<file path="config.mk">
export PLATFORM = sky130hd
export DESIGN_NAME = doubly_linked_list_with_cursor
export DESIGN_NICKNAME = d
export VERILOG_FILES = /design/src/hw/rtl/dll_pkg.sv /design/src/hw/rtl/dll_ram.sv /design/src/hw/rtl/dll_ctrl.sv /design/src/hw/rtl/dll_dp.sv /design/src/hw/rtl/doubly_linked_list_with_cursor.sv
export SDC_FILE = /design/constraint.sdc
export NUM_CORES = 1
export LEC_CHECK = 0
export BUFFER_PORTS_ARGS = -buffer_cell sky130_fd_sc_hd__buf_2
export CAP_MARGIN = 25
export CORE_ASPECT_RATIO = 1.25
export CORE_MARGIN = 4
export CORE_UTILIZATION = 45
export DETAILED_ROUTE_END_ITERATION = 16
export PLACE_DENSITY_LB_ADDON = 0.15
export SKIP_CTS_REPAIR_TIMING = 1
export SYNTH_ARGS = -nofsm -noshare
export SYNTH_HDL_FRONTEND = slang
export SYNTH_SLANG_ARGS = --single-unit
</file>
<file path="constraint.sdc">
create_clock -name clk -period 5 [get_ports clk]
set_clock_uncertainty 0.05 [all_clocks]
set_input_delay 0.5 -clock clk [delete_from_list [all_inputs] [get_ports clk]]
set_output_delay 0.5 -clock clk [all_outputs]
set_load 0.05 [all_outputs]
</file>
<file path="src/hw/rtl/dll_pkg.sv">
// ----------------------------------------------------------------------------
// dll_pkg
// Shared types and codes for the linked list manager: payload structs,
// operation codes, status codes and the controller/datapath interface.
// ----------------------------------------------------------------------------
package dll_pkg;

	typedef enum logic [4:0] {
		OP_CLEAR      = 5'd0,
		OP_INS_FIRST  = 5'd1,
		OP_INS_LAST   = 5'd2,
		OP_SEL_FIRST  = 5'd3,
		OP_SEL_LAST   = 5'd4,
		OP_RD_FIRST   = 5'd5,
		OP_RD_LAST    = 5'd6,
		OP_DEL_FIRST  = 5'd7,
		OP_DEL_LAST   = 5'd8,
		OP_DEL_AFTER  = 5'd9,
		OP_DEL_BEFORE = 5'd10,
		OP_INS_AFTER  = 5'd11,
		OP_INS_BEFORE = 5'd12,
		OP_RD_ACTIVE  = 5'd13,
		OP_WR_ACTIVE  = 5'd14,
		OP_NEXT       = 5'd15,
		OP_PREV       = 5'd16
	} op_t;

	localparam logic [1:0] ST_OK    = 2'd0;
	localparam logic [1:0] ST_EMPTY = 2'd1;
	localparam logic [1:0] ST_FULL  = 2'd2;

	typedef struct packed {
		logic [4:0]         operation;
		logic signed [31:0] value;
	} cmd_t;

	typedef struct packed {
		logic signed [31:0] read_value;
		logic [1:0]         status;
		logic               cursor_valid;
		logic [4:0]         element_count;
	} res_t;

	// controller strobes to the datapath
	typedef struct packed {
		logic accept;
		logic exec;
		logic move;
		logic rdata;
		logic dtgt;
		logic dlink;
		logic dw1;
		logic dw2;
		logic icur;
		logic ifree;
		logic iw1;
		logic iw2;
		logic load;
	} ctl_t;

	// datapath flags back to the controller
	typedef struct packed {
		logic [4:0] op;
		logic       head_ok;
		logic       tail_ok;
		logic       cur_ok;
		logic       cur_is_head;
		logic       cur_is_tail;
		logic       full;
		logic       res_busy;
	} flg_t;

endpackage

</file>
<file path="src/hw/rtl/dll_ram.sv">
// ----------------------------------------------------------------------------
// dll_ram
// Generic single write port, single read port RAM with registered read.
// ----------------------------------------------------------------------------
module dll_ram #(
	parameter int WIDTH = 32,
	parameter int DEPTH = 16
) (
	input  logic                     clk,
	input  logic                     we,
	input  logic [$clog2(DEPTH)-1:0] waddr,
	input  logic [WIDTH-1:0]         wdata,
	input  logic [$clog2(DEPTH)-1:0] raddr,
	output logic [WIDTH-1:0]         rdata
);

	logic [WIDTH-1:0] mem_q [DEPTH];

	always_ff @(posedge clk) begin
		if (we) begin
			mem_q[waddr] <= wdata;
		end
		rdata <= mem_q[raddr];
	end

endmodule

</file>
<file path="src/hw/rtl/dll_ctrl.sv">
// ----------------------------------------------------------------------------
// dll_ctrl
// Sequencer for the list operations: walks each operation through its
// link reads and writes and hands the result to the output register.
// ----------------------------------------------------------------------------
module dll_ctrl
	import dll_pkg::*;
(
	input  logic clk,
	input  logic arst_n,
	input  logic cmd_valid,
	output logic cmd_stall,
	input  flg_t flg,
	output ctl_t ctl
);

	typedef enum logic [12:0] {
		S_IDLE  = 13'h0001,
		S_EXEC  = 13'h0002,
		S_MOVE  = 13'h0004,
		S_RDATA = 13'h0008,
		S_DTGT  = 13'h0010,
		S_DLINK = 13'h0020,
		S_DW1   = 13'h0040,
		S_DW2   = 13'h0080,
		S_ICUR  = 13'h0100,
		S_IFREE = 13'h0200,
		S_IW1   = 13'h0400,
		S_IW2   = 13'h0800,
		S_DONE  = 13'h1000
	} state_t;

	state_t state_q, state_d;

	always_ff @(posedge clk or negedge arst_n) begin
		if (!arst_n) begin
			state_q <= S_IDLE;
		end else begin
			state_q <= state_d;
		end
	end

	always_comb begin
		state_d = state_q;
		unique case (state_q)
			S_IDLE:  if (cmd_valid) state_d = S_EXEC;
			S_EXEC: begin
				case (flg.op)
					OP_RD_FIRST:  state_d = flg.head_ok ? S_RDATA : S_DONE;
					OP_RD_LAST:   state_d = flg.tail_ok ? S_RDATA : S_DONE;
					OP_RD_ACTIVE: state_d = flg.cur_ok ? S_RDATA : S_DONE;
					OP_DEL_FIRST: state_d = flg.head_ok ? S_DLINK : S_DONE;
					OP_DEL_LAST:  state_d = flg.tail_ok ? S_DLINK : S_DONE;
					OP_DEL_AFTER:
						state_d = (flg.cur_ok && !flg.cur_is_tail) ? S_DTGT : S_DONE;
					OP_DEL_BEFORE:
						state_d = (flg.cur_ok && !flg.cur_is_head) ? S_DTGT : S_DONE;
					OP_NEXT, OP_PREV: state_d = flg.cur_ok ? S_MOVE : S_DONE;
					OP_INS_FIRST, OP_INS_LAST: state_d = flg.full ? S_DONE : S_IFREE;
					OP_INS_AFTER, OP_INS_BEFORE:
						state_d = (flg.cur_ok && !flg.full) ? S_ICUR : S_DONE;
					default: state_d = S_DONE;
				endcase
			end
			S_MOVE:  state_d = S_DONE;
			S_RDATA: state_d = S_DONE;
			S_DTGT:  state_d = S_DLINK;
			S_DLINK: state_d = S_DW1;
			S_DW1:   state_d = S_DW2;
			S_DW2:   state_d = S_DONE;
			S_ICUR:  state_d = S_IFREE;
			S_IFREE: state_d = S_IW1;
			S_IW1:   state_d = S_IW2;
			S_IW2:   state_d = S_DONE;
			S_DONE:  if (!flg.res_busy) state_d = S_IDLE;
			default: state_d = S_IDLE;
		endcase
	end

	assign cmd_stall = (state_q != S_IDLE);

	always_comb begin
		ctl        = '0;
		ctl.accept = (state_q == S_IDLE) && cmd_valid;
		ctl.exec   = (state_q == S_EXEC);
		ctl.move   = (state_q == S_MOVE);
		ctl.rdata  = (state_q == S_RDATA);
		ctl.dtgt   = (state_q == S_DTGT);
		ctl.dlink  = (state_q == S_DLINK);
		ctl.dw1    = (state_q == S_DW1);
		ctl.dw2    = (state_q == S_DW2);
		ctl.icur   = (state_q == S_ICUR);
		ctl.ifree  = (state_q == S_IFREE);
		ctl.iw1    = (state_q == S_IW1);
		ctl.iw2    = (state_q == S_IW2);
		ctl.load   = (state_q == S_DONE) && !flg.res_busy;
	end

endmodule

</file>
<file path="src/hw/rtl/dll_dp.sv">
// ----------------------------------------------------------------------------
// dll_dp
// List datapath: node data and link memories, list pointers, free list,
// fill mark and the result register.
// ----------------------------------------------------------------------------
module dll_dp
	import dll_pkg::*;
#(
	parameter int POOL_DEPTH = 16,
	parameter int DATA_WIDTH = 32
) (
	input  logic clk,
	input  logic arst_n,
	input  cmd_t cmd,
	input  ctl_t ctl,
	output flg_t flg,
	output logic res_valid,
	input  logic res_stall,
	output res_t res
);

	localparam int IW = $clog2(POOL_DEPTH + 1);
	localparam int AW = $clog2(POOL_DEPTH);
	localparam logic [IW-1:0] NIL = IW'(POOL_DEPTH);

	logic [4:0]                  op_q;
	logic signed [DATA_WIDTH-1:0] val_q;
	logic [IW-1:0] head_q, tail_q, cur_q, free_q, cnt_q, fill_q;
	logic [IW-1:0] k_q, p_q, n_q, fnext_q;
	logic signed [31:0] rdv_q;
	logic [1:0]         st_q;
	logic               res_valid_q;
	res_t               res_q;

	logic [AW-1:0] nx_raddr, pv_raddr, dt_raddr, nx_waddr, pv_waddr, dt_waddr;
	logic [IW-1:0] nx_rd, pv_rd, nx_wdata, pv_wdata, tgt;
	logic [IW-1:0] nx_rsel, pv_rsel, dt_rsel, nx_wsel, pv_wsel, dt_wsel;
	logic          nx_we, pv_we, dt_we;
	logic signed [DATA_WIDTH-1:0] dt_rd;

	logic head_ok, tail_ok, cur_ok, full;

	assign head_ok = (head_q != NIL);
	assign tail_ok = (tail_q != NIL);
	assign cur_ok  = (cur_q != NIL);
	assign full    = (free_q == NIL);

	assign tgt = (op_q == OP_DEL_AFTER) ? nx_rd : pv_rd;

	// read address selection
	always_comb begin
		nx_rsel = cur_q;
		pv_rsel = cur_q;
		dt_rsel = cur_q;
		if (ctl.exec) begin
			case (op_q)
				OP_DEL_FIRST: begin
					nx_rsel = head_q;
					pv_rsel = head_q;
				end
				OP_DEL_LAST: begin
					nx_rsel = tail_q;
					pv_rsel = tail_q;
				end
				OP_INS_FIRST, OP_INS_LAST: nx_rsel = free_q;
				OP_RD_FIRST: dt_rsel = head_q;
				OP_RD_LAST:  dt_rsel = tail_q;
				default: ;
			endcase
		end else if (ctl.dtgt) begin
			nx_rsel = tgt;
			pv_rsel = tgt;
		end else if (ctl.icur) begin
			nx_rsel = free_q;
		end
	end

	// write port selection
	always_comb begin
		nx_we    = 1'b0;
		nx_wsel  = k_q;
		nx_wdata = n_q;
		pv_we    = 1'b0;
		pv_wsel  = k_q;
		pv_wdata = p_q;
		dt_we    = 1'b0;
		dt_wsel  = k_q;
		if (ctl.dw1) begin
			nx_we    = (p_q != NIL);
			nx_wsel  = p_q;
			pv_we    = (n_q != NIL);
			pv_wsel  = n_q;
		end else if (ctl.dw2) begin
			nx_we    = 1'b1;
			nx_wdata = free_q;
		end else if (ctl.iw1) begin
			nx_we = 1'b1;
			pv_we = 1'b1;
			dt_we = 1'b1;
		end else if (ctl.iw2) begin
			nx_we    = (p_q != NIL);
			nx_wsel  = p_q;
			nx_wdata = k_q;
			pv_we    = (n_q != NIL);
			pv_wsel  = n_q;
			pv_wdata = k_q;
		end else if (ctl.exec && op_q == OP_WR_ACTIVE) begin
			dt_we   = cur_ok;
			dt_wsel = cur_q;
		end
	end

	assign nx_raddr = nx_rsel[AW-1:0];
	assign pv_raddr = pv_rsel[AW-1:0];
	assign dt_raddr = dt_rsel[AW-1:0];
	assign nx_waddr = nx_wsel[AW-1:0];
	assign pv_waddr = pv_wsel[AW-1:0];
	assign dt_waddr = dt_wsel[AW-1:0];

	dll_ram #(.WIDTH(IW), .DEPTH(POOL_DEPTH)) u_next (
		.clk(clk), .we(nx_we), .waddr(nx_waddr), .wdata(nx_wdata),
		.raddr(nx_raddr), .rdata(nx_rd)
	);

	dll_ram #(.WIDTH(IW), .DEPTH(POOL_DEPTH)) u_prev (
		.clk(clk), .we(pv_we), .waddr(pv_waddr), .wdata(pv_wdata),
		.raddr(pv_raddr), .rdata(pv_rd)
	);

	dll_ram #(.WIDTH(DATA_WIDTH), .DEPTH(POOL_DEPTH)) u_data (
		.clk(clk), .we(dt_we), .waddr(dt_waddr), .wdata(val_q),
		.raddr(dt_raddr), .rdata(dt_rd)
	);

	// list pointers; nodes at or above the fill mark were never linked
	// and chain to their successor in the free list
	always_ff @(posedge clk or negedge arst_n) begin
		if (!arst_n) begin
			head_q <= NIL;
			tail_q <= NIL;
			cur_q  <= NIL;
			free_q <= '0;
			cnt_q  <= '0;
			fill_q <= '0;
		end else begin
			if (ctl.exec) begin
				case (op_q)
					OP_CLEAR: begin
						head_q <= NIL;
						tail_q <= NIL;
						cur_q  <= NIL;
						free_q <= '0;
						cnt_q  <= '0;
						fill_q <= '0;
					end
					OP_SEL_FIRST: cur_q <= head_q;
					OP_SEL_LAST:  cur_q <= tail_q;
					default: ;
				endcase
			end
			if (ctl.move) begin
				cur_q <= (op_q == OP_NEXT) ? nx_rd : pv_rd;
			end
			if (ctl.dw1) begin
				if (p_q == NIL) head_q <= n_q;
				if (n_q == NIL) tail_q <= p_q;
			end
			if (ctl.dw2) begin
				free_q <= k_q;
				cnt_q  <= cnt_q - 1'b1;
				if (cur_q == k_q) cur_q <= NIL;
			end
			if (ctl.iw2) begin
				if (p_q == NIL) head_q <= k_q;
				if (n_q == NIL) tail_q <= k_q;
				free_q <= fnext_q;
				cnt_q  <= cnt_q + 1'b1;
				if (k_q == fill_q) fill_q <= fill_q + 1'b1;
			end
		end
	end

	// operation working registers
	always_ff @(posedge clk) begin
		if (ctl.accept) begin
			op_q  <= cmd.operation;
			val_q <= DATA_WIDTH'(cmd.value);
			st_q  <= ST_OK;
			rdv_q <= '0;
		end
		if (ctl.exec) begin
			case (op_q)
				OP_RD_FIRST:  if (!head_ok) st_q <= ST_EMPTY;
				OP_RD_LAST:   if (!tail_ok) st_q <= ST_EMPTY;
				OP_RD_ACTIVE: if (!cur_ok) st_q <= ST_EMPTY;
				OP_DEL_FIRST: k_q <= head_q;
				OP_DEL_LAST:  k_q <= tail_q;
				OP_INS_FIRST: begin
					if (full) st_q <= ST_FULL;
					k_q <= free_q;
					p_q <= NIL;
					n_q <= head_q;
				end
				OP_INS_LAST: begin
					if (full) st_q <= ST_FULL;
					k_q <= free_q;
					p_q <= tail_q;
					n_q <= NIL;
				end
				OP_INS_AFTER: begin
					if (cur_ok && full) st_q <= ST_FULL;
					k_q <= free_q;
					p_q <= cur_q;
				end
				OP_INS_BEFORE: begin
					if (cur_ok && full) st_q <= ST_FULL;
					k_q <= free_q;
					n_q <= cur_q;
				end
				default: ;
			endcase
		end
		if (ctl.rdata) begin
			rdv_q <= 32'(dt_rd);
		end
		if (ctl.dtgt) begin
			k_q <= tgt;
		end
		if (ctl.dlink) begin
			p_q <= pv_rd;
			n_q <= nx_rd;
		end
		if (ctl.icur) begin
			if (op_q == OP_INS_AFTER) n_q <= nx_rd;
			else p_q <= pv_rd;
		end
		if (ctl.ifree) begin
			fnext_q <= (free_q == fill_q) ? free_q + 1'b1 : nx_rd;
		end
		if (ctl.load) begin
			res_q.read_value    <= rdv_q;
			res_q.status        <= st_q;
			res_q.cursor_valid  <= cur_ok;
			res_q.element_count <= 5'(cnt_q);
		end
	end

	always_ff @(posedge clk or negedge arst_n) begin
		if (!arst_n) begin
			res_valid_q <= 1'b0;
		end else if (ctl.load) begin
			res_valid_q <= 1'b1;
		end else if (!res_stall) begin
			res_valid_q <= 1'b0;
		end
	end

	assign res_valid = res_valid_q;
	assign res       = res_q;

	always_comb begin
		flg             = '0;
		flg.op          = op_q;
		flg.head_ok     = head_ok;
		flg.tail_ok     = tail_ok;
		flg.cur_ok      = cur_ok;
		flg.cur_is_head = (cur_q == head_q);
		flg.cur_is_tail = (cur_q == tail_q);
		flg.full        = full;
		flg.res_busy    = res_valid_q && res_stall;
	end

endmodule

</file>
<file path="src/hw/rtl/doubly_linked_list_with_cursor.sv">
// ----------------------------------------------------------------------------
// doubly_linked_list_with_cursor
// Doubly linked list with cursor over a bounded node pool and free list.
// Each operation steps through its dependent link memory reads and writes;
// delete after/before first reads the target node, and insert at cursor
// first reads the neighbour of the cursor.
// Throughput: one operation at a time; the next is taken once the result
// is in the output register. Reset and clear need no clearing pass: a fill
// mark stands in for the reset chaining of the free list.
// ----------------------------------------------------------------------------
module doubly_linked_list_with_cursor
	import dll_pkg::*;
#(
	parameter int POOL_DEPTH = 16,
	parameter int DATA_WIDTH = 32
) (
	input  logic clk,
	input  logic arst_n,
	input  logic cmd_valid,
	output logic cmd_stall,
	input  cmd_t cmd,
	output logic res_valid,
	input  logic res_stall,
	output res_t res
);

	ctl_t ctl;
	flg_t flg;

	dll_ctrl u_ctrl (
		.clk(clk), .arst_n(arst_n), .cmd_valid(cmd_valid),
		.cmd_stall(cmd_stall), .flg(flg), .ctl(ctl)
	);

	dll_dp #(.POOL_DEPTH(POOL_DEPTH), .DATA_WIDTH(DATA_WIDTH)) u_dp (
		.clk(clk), .arst_n(arst_n), .cmd(cmd), .ctl(ctl), .flg(flg),
		.res_valid(res_valid), .res_stall(res_stall), .res(res)
	);

endmodule
</file>
==> metrics.md, run 1 <==
| Metric | Value |
|---|---|
| Remaining antenna violation count | 0 |
| Syn Nets | about 2700 |
| Most frequent cells in the layout | edfxtp_1, nand2_1, a211oi_1 |
| Die Y | 326 um |
| Distinct cells, synth | 73 |
| Total GRT Usage | 23.0% |
| Share of the synthesized area in the top cell type | 65.4% |
| Overflow after GRT | 0 |
| Tightest Pin Transition | ~1100 ps |
| Crit Reg-Reg Startpoint | u_ctrl.state_q[11] |
| Register clock-pin slew on the reported worst setup and hold paths | 60 ps |
| Setup TNS Final | 0 ps |
| Port Buffers | 82 |
| Layout cells sized above 1 | between 10% and 20% |
| Final setup viols | 0 |
| Cells after Synth | 2686 |
| Final Hold Viols | 0 |
| Htree depth | 3 |
| Area leader, netlist | edfxtp_1 |
| Crit. Startpoint | u_ctrl.state_q[11] |
| CTS Root Cell | clkbuf_16 |
| DRT Wirelength | 100000 um |
| Hold path start | cmd[22] |
| Final design utilization | 51.9% |
| Worst EP required | roughly 5300 ps |
| Outcome | finished clean |
| Via count | 23285 |
| Initial antenna violation count | 3 |
| Wirelength per Cell | around 26 um |
| Rel. slew slack | 28.4% |
| Max-cap violations | 0 |
| Starting Density | 45.4% |
| Largest cells by area after synthesis | edfxtp_1, nand2_1, a211oi_1 |
| Die area | 0.0854 mm2 |
| Leak Pwr | 14.6 nW |
| Filler cell count | 6853 |
| First-pass GRT wire length | 148000 um |
| Diodes inserted | 0 |
| Width of the die | 262 um |
| Peak supply drop | 252 uV |
| Ys async rst share | between 4 and 5% |
| GPL Wtd Cong | between 0.9 and 1 |
| CTS tree | built |
| Worst Setup Start Kind | flop |
| Post-synth EDFFs | 791 |
| Maximum number of pins on one net before global-route repair | 114 |
| Power per cell area | 451 mW/mm2 |
| Unrepaired setup endpoints after global routing | false |
| Row cnt | between 100 and 150 |
| Synth Cell Area | around 0.036 mm2 |
| Final period utilization | 80.2% |
| Initial drt markers | approximately 1900 |
| CP Capture Type | flop |
| CTS Buf Count | 89 |
| Vias in the first global route | ~23000 |
| Worst Path Arrival | 4260 ps |
| Yosys Warn Count | 0 |
| Worst-Skew Late Latency | between 600 and 700 ps |
| Fin crit period | 4010 ps |
| Mapped Avg Cell Area | 13.5 um2 |
| Post-synthesis register bit count | 889 |
| Synth Flop Type | edfxtp_1 |
| Detail Placement HPWL | 60600 um |
| Max FO, Critical Path | 19 |
| Final slew viol count | 0 |
| Total Nets Final | 2843 |
| DRC | 0 |
| Class of the worst hold path | in -> reg |
| Max Fclk | 250 MHz |
| TritonRoute pass-1 iters | 6 |
| Area of the core | 0.0801 mm2 |
| Clk sink count | between 800 and 900 |
| WS Path Type | reg -> reg |
| CTS max path bufs | 3 |
| Register area share after synthesis | a little under three quarters |
| Most common cell after layout, fill and taps aside | edfxtp_1 |
| Area grow syn2layout | 14.4% |
| Vias per Instance | a little under 6 |
| Top Ports | 83 |
## worst paths after layout
path	endpoint	slack, ps	cells past startpoint
worst max register to register	u_dp.u_data.mem_q[13][30]	990	9
worst max-delay path	u_dp.u_data.mem_q[13][30]	990	9
min in group asynchronous	u_dp.cnt_q[1]	450	3
worst min-delay path	u_dp.val_q[22]	20	1
max in group asynchronous	u_ctrl.state_q[10]	3950	3
worst min register to register	u_dp.res[25]	370	0
## worst max-delay path: stages, from the launching register on
cell and delay, ps:
dfrtp_1 450, nor3_1 240, buf_4 210, nand4b_1 100, nor4_1 360, buf_4 210, and2_1 390, a31oi_1 430
nor2_4 810, buf_4 390
## metal layers
metal  GRT usage [%]  vias to the layer above  wire length, um
li1                -                    10559                -
met1            30.7                    11692            41500
met2            38.7                      811            49800
met3            3.27                      221             5420
met4            8.36                        2             3630
met5               0                        -               13
## synth_stat cells, drive strengths merged (6+ instances only)
library cell	count
a311oi	64
clkbuf	127
buf	61
o21ai	57
nor4	19
nor3b	9
a31oi	79
or2	6
and3	145
inv	26
dfxtp	54
nor2b	6
edfxtp	791
xnor2	15
nor3	28
nand3	35
o211ai	6
dfrtp	40
nand2b	10
and2	38
nor2	122
mux2i	96
nand2	395
a222oi	7
nand4	14
a22oi	33
a32o	10
a21oi	120
a211oi	166
xor2	17
## where the power goes
part / leakage (nW) / internal, mW / switching (mW) / total [mW]
registers: 8.26 / 8.83 / 0.600 / 9.43
logic: 4.91 / 0.946 / 1.86 / 2.81
clock network: 1.39 / 3.76 / 2.76 / 6.52
total: 14.6 / 13.5 / 5.22 / 18.8
## cell type report
class,count,area (um2),area share [%]
tap,1062,1330,3.20
inverter,26,97.6,0.235
multi-input combinational,1583,9740,23.4
clock buffer,122,2460,5.93
clock inverter,42,380,0.915
timing repair buffer,208,1630,3.91
sequential,889,25900,62.4
## metrics by stage
stage,total power [mW],hold slack [ps],worst slack (ps),instances,cell area (um2)
floorplan,11.1,154,953,2686,36300
global placement,12.3,354,895,3726,38300
detailed placement,12.4,355,865,3729,38300
CTS,18.9,-91.3,871,3893,41200
global route,19.5,8.30,742,3932,41600
finish,18.8,24.4,992,3932,41600
## kinds of logic after synthesis
group / Yosys count / share of synthesized area [%]
AO/OA/AOI/OAI: 594 / 11.3
XOR/XNOR: 32 / 0.771
adder cells (fa/ha/maj): 5 / 0.172
buffers and inverters: 214 / 2.42
flip-flops: 889 / 71.4
multiplexers: 99 / 2.77
AND/OR/NAND/NOR: 853 / 11.2
## state kept, by name, summed over array words and instances, names as in the netlist, 2 cells and up
signal and count:
u_dp.u_data.mem_q 512, u_dp.u_next.mem_q 80, u_dp.u_prev.mem_q 80, u_dp.res 40, u_dp.rdv_q 32, u_dp.u_data.rdata 32
u_dp.val_q 32, u_ctrl.state_q 13, u_dp.cnt_q 5, u_dp.cur_q 5, u_dp.fill_q 5, u_dp.fnext_q 5
u_dp.free_q 5, u_dp.head_q 5, u_dp.k_q 5, u_dp.n_q 5, u_dp.op_q 5, u_dp.p_q 5
u_dp.tail_q 5, u_dp.u_next.rdata 5, u_dp.u_prev.rdata 5, u_dp.st_q 2
(Power assumes the default switching activity.)
==> run 2, diff against run 1 <==
Settings changed: ABC_AREA set to 1.
Clock period 5 ns to 3.92 ns, I/O delays scaled along.
==> metrics.md, run 2 <==
| Metric | Value |
|---|---|
| Register area share after synthesis | 68.1% (-3.3 points) |
| Max-cap violations | 0 (unchanged) |
| Tightest Pin Transition | 1080 ps (+15.2 ps) |
| Dpl cells | 4645 (+25%) |
| Slowest CP cell | o21ai_0 |
| Crit. Startpoint | u_ctrl.state_q[3] |
| Synth Cell Area | 0.0381 mm2 (+4.8%) |
| Cells after Synth | 3565 (+33%) |
| Layout cells sized above 1 | 10.2% (-2.1 points) |
| Setup WS pre-CTS | 560 ps (-304 ps) |
| Initial drt markers | 2437 (+29%) |
| CTS Root Cell | clkbuf_16 |
| Peak supply drop | 468 uV (+86%) |
| Row cnt | 119 (+2.6%) |
| Post-route insts no fill | 4854 (+23%) |
| Top Ports | 83 (unchanged) |
| DRC | 0 (unchanged) |
| Diodes inserted | 0 (unchanged) |
| Post-synth EDFFs | 791 (unchanged) |
| Most common cell in the netlist | nand2_1 |
| Area of the core | 0.0841 mm2 (+5.0%) |
| Distinct cells, synth | 51 (-30%) |
| Share of the synthesized area in the top cell type | 62.4% (-3.0 points) |
| FF/Latch Area | 0.0259 mm2 (unchanged) |
| Final slew viol count | 0 (unchanged) |
| Via count | 26292 (+13%) |
| DRT Wirelength | 105000 um (+4.6%) |
| Outcome | finished clean |
| Setup TNS Final | 0 ps (unchanged) |
| Post-synthesis register bit count | 889 (unchanged) |
| Area of the multi-input gates | 0.0102 mm2 (+4.3%) |
| Slowest stage delay, CP | 620 ps (-190 ps) |
| Clk sink count | 889 (unchanged) |
| Total GRT Usage | 23.3% (+0.23 points) |
| Unrepaired setup endpoints after global routing | false |
| R2R depth | 10 (+1) |
| CTS max path bufs | 3 (unchanged) |
| Die Y | 333 um (+2.3%) |
| Vias in the first global route | 25250 (+10%) |
| Die area | 0.0894 mm2 (+4.6%) |
| Worst Path Arrival | 3600 ps (-660 ps) |
| Detail Placement HPWL | 60600 um (about the same) |
| Final Hold Viols | 0 (unchanged) |
| Crit Reg-Reg Startpoint | u_ctrl.state_q[3] |
| CP Capture Type | flop |
| Max FO, Critical Path | 15 (-4) |
| CP endpoint | u_dp.u_prev.mem_q[1][0] |
| Initial antenna violation count | 0 (-3) |
| FF-to-FF End | u_dp.u_prev.mem_q[1][0] |
| Power per cell area | 588 mW/mm2 (+30%) |
| Overflow after GRT | 0 (unchanged) |
| CTS Buf Count | 91 (+2.2%) |
| WS Path Type | reg -> reg |
| Final setup margin | 562 ps (-430 ps) |
| Htree depth | 3 (unchanged) |
| Largest cells by area after synthesis | edfxtp_1, nand2_1, nand3_1 |
| Ys async rst share | 4.95% (unchanged) |
| TritonRoute pass-1 iters | 6 (unchanged) |
| Area leader, netlist | edfxtp_1 |
| Final period utilization | 85.7% (+5.5 points) |
| First-pass GRT wire length | 157000 um (+6.0%) |
| Mapped Avg Cell Area | 10.7 um2 (-21%) |
| Max Fclk | 298 MHz (+19%) |
| Area grow syn2layout | 14.7% |
| Filler cell count | 7370 (+7.5%) |
| Most common cell after layout, fill and taps aside | nand2_1 |
| Most frequent cells in the layout | nand2_1, edfxtp_1, nand3_1 |
| Width of the die | 268 um (+2.3%) |
| Top post-synthesis cells by count | nand2_1, edfxtp_1, nand3_1, inv_1, nor2_1 |
| Maximum number of pins on one net before global-route repair | 193 (+69%) |
| Total Power | 25.7 mW (+37%) |
| Wirelength per Cell | 21.6 um (-15%) |
| Remaining antenna violation count | 0 (unchanged) |
| Max reg flops | 512 (unchanged) |
| Final setup viols | 0 (unchanged) |
| Fin crit period | 3360 ps (-650 ps) |
| Total Nets Final | 3734 (+31%) |
| Port Buffers | 82 (unchanged) |
| Starting Density | 45.3% (-0.097 points) |
| CTS tree | built |
| Register clock-pin slew on the reported worst setup and hold paths | 60 ps (about the same) |
| Rel. slew slack | 27.7% (-0.68 points) |
| GPL Wtd Cong | 0.976 (-1.3%) |
| Setup slack, reg-to-reg | 560 ps (-430 ps) |
| Syn Nets | 3611 (+32%) |
| Class of the worst hold path | in -> reg |
| Synth Flop Type | edfxtp_1 |
| Worst-Skew Late Latency | 650 ps (about the same) |
| Worst EP required | 4160 ps (-1090 ps) |
| Worst Setup Start Kind | flop |
| Yosys Warn Count | 0 (unchanged) |
| Vias per Instance | 5.42 (-8.5%) |
| Crit-path cells | nor2_2 -> nand2_2 -> nor2_4 -> nand2_2 -> inv_2 -> or2_1 -> inv_2 -> o21ai_0 -> nand3_1 -> nor2_1 |
| Leak Pwr | 17.5 nW (+20%) |
| Top Registers | u_dp.u_data.mem_q: 512 flops, u_dp.u_next.mem_q: 80 flops, u_dp.u_prev.mem_q: 80 flops |
| Top reg by flops | u_dp.u_data.mem_q |
## run 2: cell count changes after synthesis, moves of 84 or more
cell | previous run | this run
and3_1 | 145 | 0
nand3_1 | 35 | 585
nand2_1 | 395 | 995
clkbuf_1 | 127 | 43
mux2i_1 | 96 | 1
inv_1 | 26 | 352
a21oi_1 | 120 | 17
a211oi_1 | 166 | 1
## run 2: layout make-up
class	count	area share (%)
clock buffer	125	5.74
inverter	374	3.22
clock inverter	45	1.15
tap	1089	3.12
timing repair buffer	203	4.13
multi-input combinational	2129	23.3
sequential	889	59.4
## run 2: how the worst min path moves through the flow
stage	endpoint	startpoint	slack [ps]	cells past startpoint
after detailed placement	u_dp.res[38]	u_dp.rdv_q[30]	350	0
after floorplan	u_ctrl.state_q[10]	arst_n	50	0
after CTS	u_dp.fill_q[0]	arst_n	-210	2
after global placement	u_dp.res[8]	u_dp.rdv_q[0]	350	0
after global routing	u_dp.res_valid	res_stall	40	3
final	u_dp.res_valid	res_stall	40	3
## run 2: kinds of logic after synthesis
kind of cell / synth area share, %
mux: 0.0263
fa+ha+maj: 0.164
compound gates: 4.29
xor+xnor: 0.529
buf+inv: 5.84
flops: 68.1
simple gates: 21.0
## run 2: power breakdown
| group | leakage (nW) | internal (mW) | switching [mW] |
|---|---|---|---|
| logic | 7.85 | 1.35 | 3.58 |
| registers | 8.20 | 11.4 | 0.658 |
| clock network | 1.47 | 5.08 | 3.58 |
| total | 17.5 | 17.9 | 7.81 |
## run 2: critical path: cells and delay by family (launching register included)
kind | cells | cell delay (ps)
buffers and inverters | 2 | 360
AO/OA/AOI/OAI | 1 | 620
flip-flops | 1 | 410
AND/OR/NAND/NOR | 7 | 1540
## run 2: metal layers
metal	vias to the layer above	GRT usage [%]	wire length, um
li1	12486	-	-
met1	12701	30.7	43300
met2	875	39.2	51600
met3	230	2.83	5780
met4	0	9.59	4200
met5	-	0	0
## run 2: metrics by stage
| step | utilization [%] | hold slack [ps] | area [um2] |
|---|---|---|---|
| final | 51.9 | 37.0 | 43700 |
| after global routing | 51.9 | 36.5 | 43700 |
| after CTS | 51.5 | -209 | 43300 |
| after detailed placement | 47.9 | 355 | 40300 |
| after global placement | 47.9 | 352 | 40300 |
| after floorplan | - | 46.4 | 38100 |
==> run 3, diff against run 2 <==
Settings changed: CORE_UTILIZATION 45 to 55.
Clock period 3.92 ns to 4.1 ns, I/O delays scaled along.
==> metrics.md, run 3 (same netlist as run 2, synthesis figures left out) <==
| Metric | Value |
|---|---|
| Outcome | finished clean |
| Max-cap violations | 0 (unchanged) |
| Clk sink count | 889 (unchanged) |
| Power Internal | 16.7 mW (-6.4%) |
| DRT Wirelength | 107000 um (+2.0%) |
| Port Buffers | 82 (unchanged) |
| CTS Root Cell | clkbuf_16 |
| Worst hold stages | 3 (unchanged) |
| Unrepaired setup endpoints after global routing | false |
| DRC | 0 (unchanged) |
| Vias per Instance | 5.78 (+6.6%) |
| Die Y | 302 um (-9.3%) |
| Class of the worst hold path | in -> reg |
| Area grow syn2layout | 13.8% |
| GPL Wtd Cong | 1.04 (+6.4%) |
| Htree depth | 3 (unchanged) |
| Setup slack, reg-to-reg | 740 ps (+180 ps) |
| Crit-path cells | nor2_2 -> nand2_2 -> nor2_4 -> nand2_2 -> inv_2 -> or2_1 -> inv_2 -> o21ai_1 -> nand3_1 -> nor2_1 |
| Area of the core | 0.0684 mm2 (-19%) |
| Diodes inserted | 0 (unchanged) |
| Max FO, Critical Path | 12 (-3) |
| Peak supply drop | 400 uV (-14%) |
| Maximum number of pins on one net before global-route repair | 193 (unchanged) |
| Final Hold Viols | 0 (unchanged) |
| Most frequent cells in the layout | nand2_1, edfxtp_1, nand3_1 |
| Final setup viols | 0 (unchanged) |
| Slowest stage delay, CP | 620 ps (about the same) |
| Psw | 7.54 mW (-3.5%) |
| Rel. slew slack | 28.6% (+0.84 points) |
| Register clock-pin slew on the reported worst setup and hold paths | 60 ps (about the same) |
| Slowest CP cell | o21ai_1 |
| Clock power share | 32.7% (-1.0 points) |
| Total Nets Final | 3739 (+0.13%) |
| WS Path Type | reg -> reg |
| Overflow after GRT | 0 (unchanged) |
| Worst EP required | 4330 ps (+170 ps) |
| Hold path start | res_stall |
| Top Family by Delay on Critical Path | simple AND/OR/NAND/NOR gates |
| Filler cell count | 5373 (-27%) |
| Tightest Pin Transition | 1070 ps (-13.7 ps) |
| Worst Path Arrival | 3580 ps (-20 ps) |
| FF-to-FF End | u_dp.u_next.mem_q[14][2] |
| R2R depth | 10 (unchanged) |
| Vias in the first global route | 26282 (+4.1%) |
| Die area | 0.0735 mm2 (-18%) |
| CP Capture Type | flop |
| CP Buf/Inv Count | 2 (unchanged) |
| Remaining antenna violation count | 0 (unchanged) |
| Max reg flops | 512 (unchanged) |
| Crit Reg-Reg Startpoint | u_ctrl.state_q[3] |
| CTS max path bufs | 3 (unchanged) |
| Leak Pwr | 17.5 nW (-0.38%) |
| Levels on crit path | 10 (unchanged) |
| First-pass GRT wire length | 161000 um (+2.3%) |
| Starting Density | 55.7% (+10 points) |
| FF/Latch Area | 0.0259 mm2 (unchanged) |
| Area of the multi-input gates | 0.0101 mm2 (-0.25%) |
| Setup TNS Final | 0 ps (unchanged) |
| Width of the die | 243 um (-9.3%) |
| Wirelength per Cell | 22.8 um (+5.6%) |
| Hold path endpoint | u_dp.res_valid |
| CTS Buf Count | 87 (-4.4%) |
| Comb pwr share | 19.3% (about the same) |
| Worst-Skew Late Latency | 660 ps (about the same) |
| Detail Placement HPWL | 64400 um (+6.2%) |
| Max Fclk | 298 MHz (about the same) |
| Row cnt | 107 (-10%) |
| Final design utilization | 63.3% (+11 points) |
| Final slew viol count | 0 (unchanged) |
| Fin crit period | 3360 ps (-1.62 ps) |
| Top Registers | u_dp.u_data.mem_q: 512 flops, u_dp.u_next.mem_q: 80 flops, u_dp.u_prev.mem_q: 80 flops |
| Via count | 27097 (+3.1%) |
| TritonRoute pass-1 iters | 6 (unchanged) |
| Most common cell after layout, fill and taps aside | nand2_1 |
| Initial drt markers | 2951 (+21%) |
| CTS tree | built |
| Sequential Power Share | 48.0% (+0.9 points) |
| Total GRT Usage | 28.9% (+5.6 points) |
| Final period utilization | 81.9% (-3.8 points) |
| Worst Setup Start Kind | flop |
| Top Ports | 83 (unchanged) |
| Initial antenna violation count | 2 (+2) |
| Power per cell area | 560 mW/mm2 (-4.8%) |
| Layout cells sized above 1 | 9.91% (-0.29 points) |
| Switching share of power | 31.1% (+0.66 points) |
| Top reg by flops | u_dp.u_data.mem_q |
[run 3: cell types whose count changed in the layout (fill, tap and decap cells not counted), moves of 5 or more]
| cell | change |
|---|---|
| clkbuf_1 | +6 |
| buf_4 | +7 |
| o21ai_2 | -5 |
| o21ai_0 | +5 |
| clkbuf_16 | -5 |
[run 3: how the worst max path moves through the flow]
stage                        from                  endpoint  slack (ps)
4_1_cts         u_ctrl.state_q[3]   u_dp.u_next.mem_q[8][0]         780
3_3_place_gp   u_ctrl.state_q[10]  u_dp.u_data.mem_q[14][9]         800
3_5_place_dp    u_ctrl.state_q[3]   u_dp.u_next.mem_q[8][0]         840
6_report        u_ctrl.state_q[3]  u_dp.u_next.mem_q[14][2]         740
2_1_floorplan   u_ctrl.state_q[5]   u_dp.u_data.mem_q[0][0]         520
5_1_grt         u_ctrl.state_q[3]  u_dp.u_next.mem_q[14][2]         560
[run 3: tightest hold or removal path: cells and delay by family]
family / cells / cell delay [ps]
buffers and inverters: 1 / 140
and+or+nand+nor: 2 / 150
[run 3: area by class of cell]
cell class / count / share of cell area [%]
Inverter: 374 / 3.25
Tap cell: 926 / 2.67
Timing Repair Buffer: 212 / 4.38
Sequential cell: 889 / 59.9
Clock inverter: 39 / 1.03
Multi-Input combinational cell: 2129 / 23.4
Clock buffer: 122 / 5.42
[run 3: per-stage QoR]
| step | total power [mW] | instances | setup slack, ps | area [um2] | hold WS (ps) |
|---|---|---|---|---|---|
| 2_1_floorplan | 14.5 | 3565 | 515 | 38100 | 64.4 |
| 3_3_place_gp | 16.3 | 4491 | 795 | 40100 | 352 |
| 3_5_place_dp | 16.4 | 4491 | 835 | 40100 | 356 |
| 4_1_cts | 24.3 | 4652 | 784 | 42900 | -222 |
| 5_1_grt | 25.3 | 4691 | 561 | 43300 | 31.5 |
| 6_report | 24.3 | 4691 | 744 | 43300 | 42.4 |
[run 3: power groups by stage]
| stage | clock network [mW] | logic [mW] | registers [mW] |
|---|---|---|---|
| 5_1_grt | 8.46 | 5.14 | 11.7 |
| 2_1_floorplan | 0 | 2.97 | 11.5 |
| 3_5_place_dp | 0 | 4.60 | 11.8 |
| 4_1_cts | 8.06 | 4.62 | 11.6 |
| 3_3_place_gp | 0 | 4.53 | 11.8 |
| 6_report | 7.93 | 4.69 | 11.6 |
[run 3: layer usage]
layer / vias up / track usage [%] / wire [um]
met2: 1195 / 48.8 / 52600
met4: 2 / 13.9 / 5180
met3: 271 / 3.39 / 7290
met5: - / 0 / 7
met1: 13127 / 37.7 / 42000
li1: 12502 / - / -
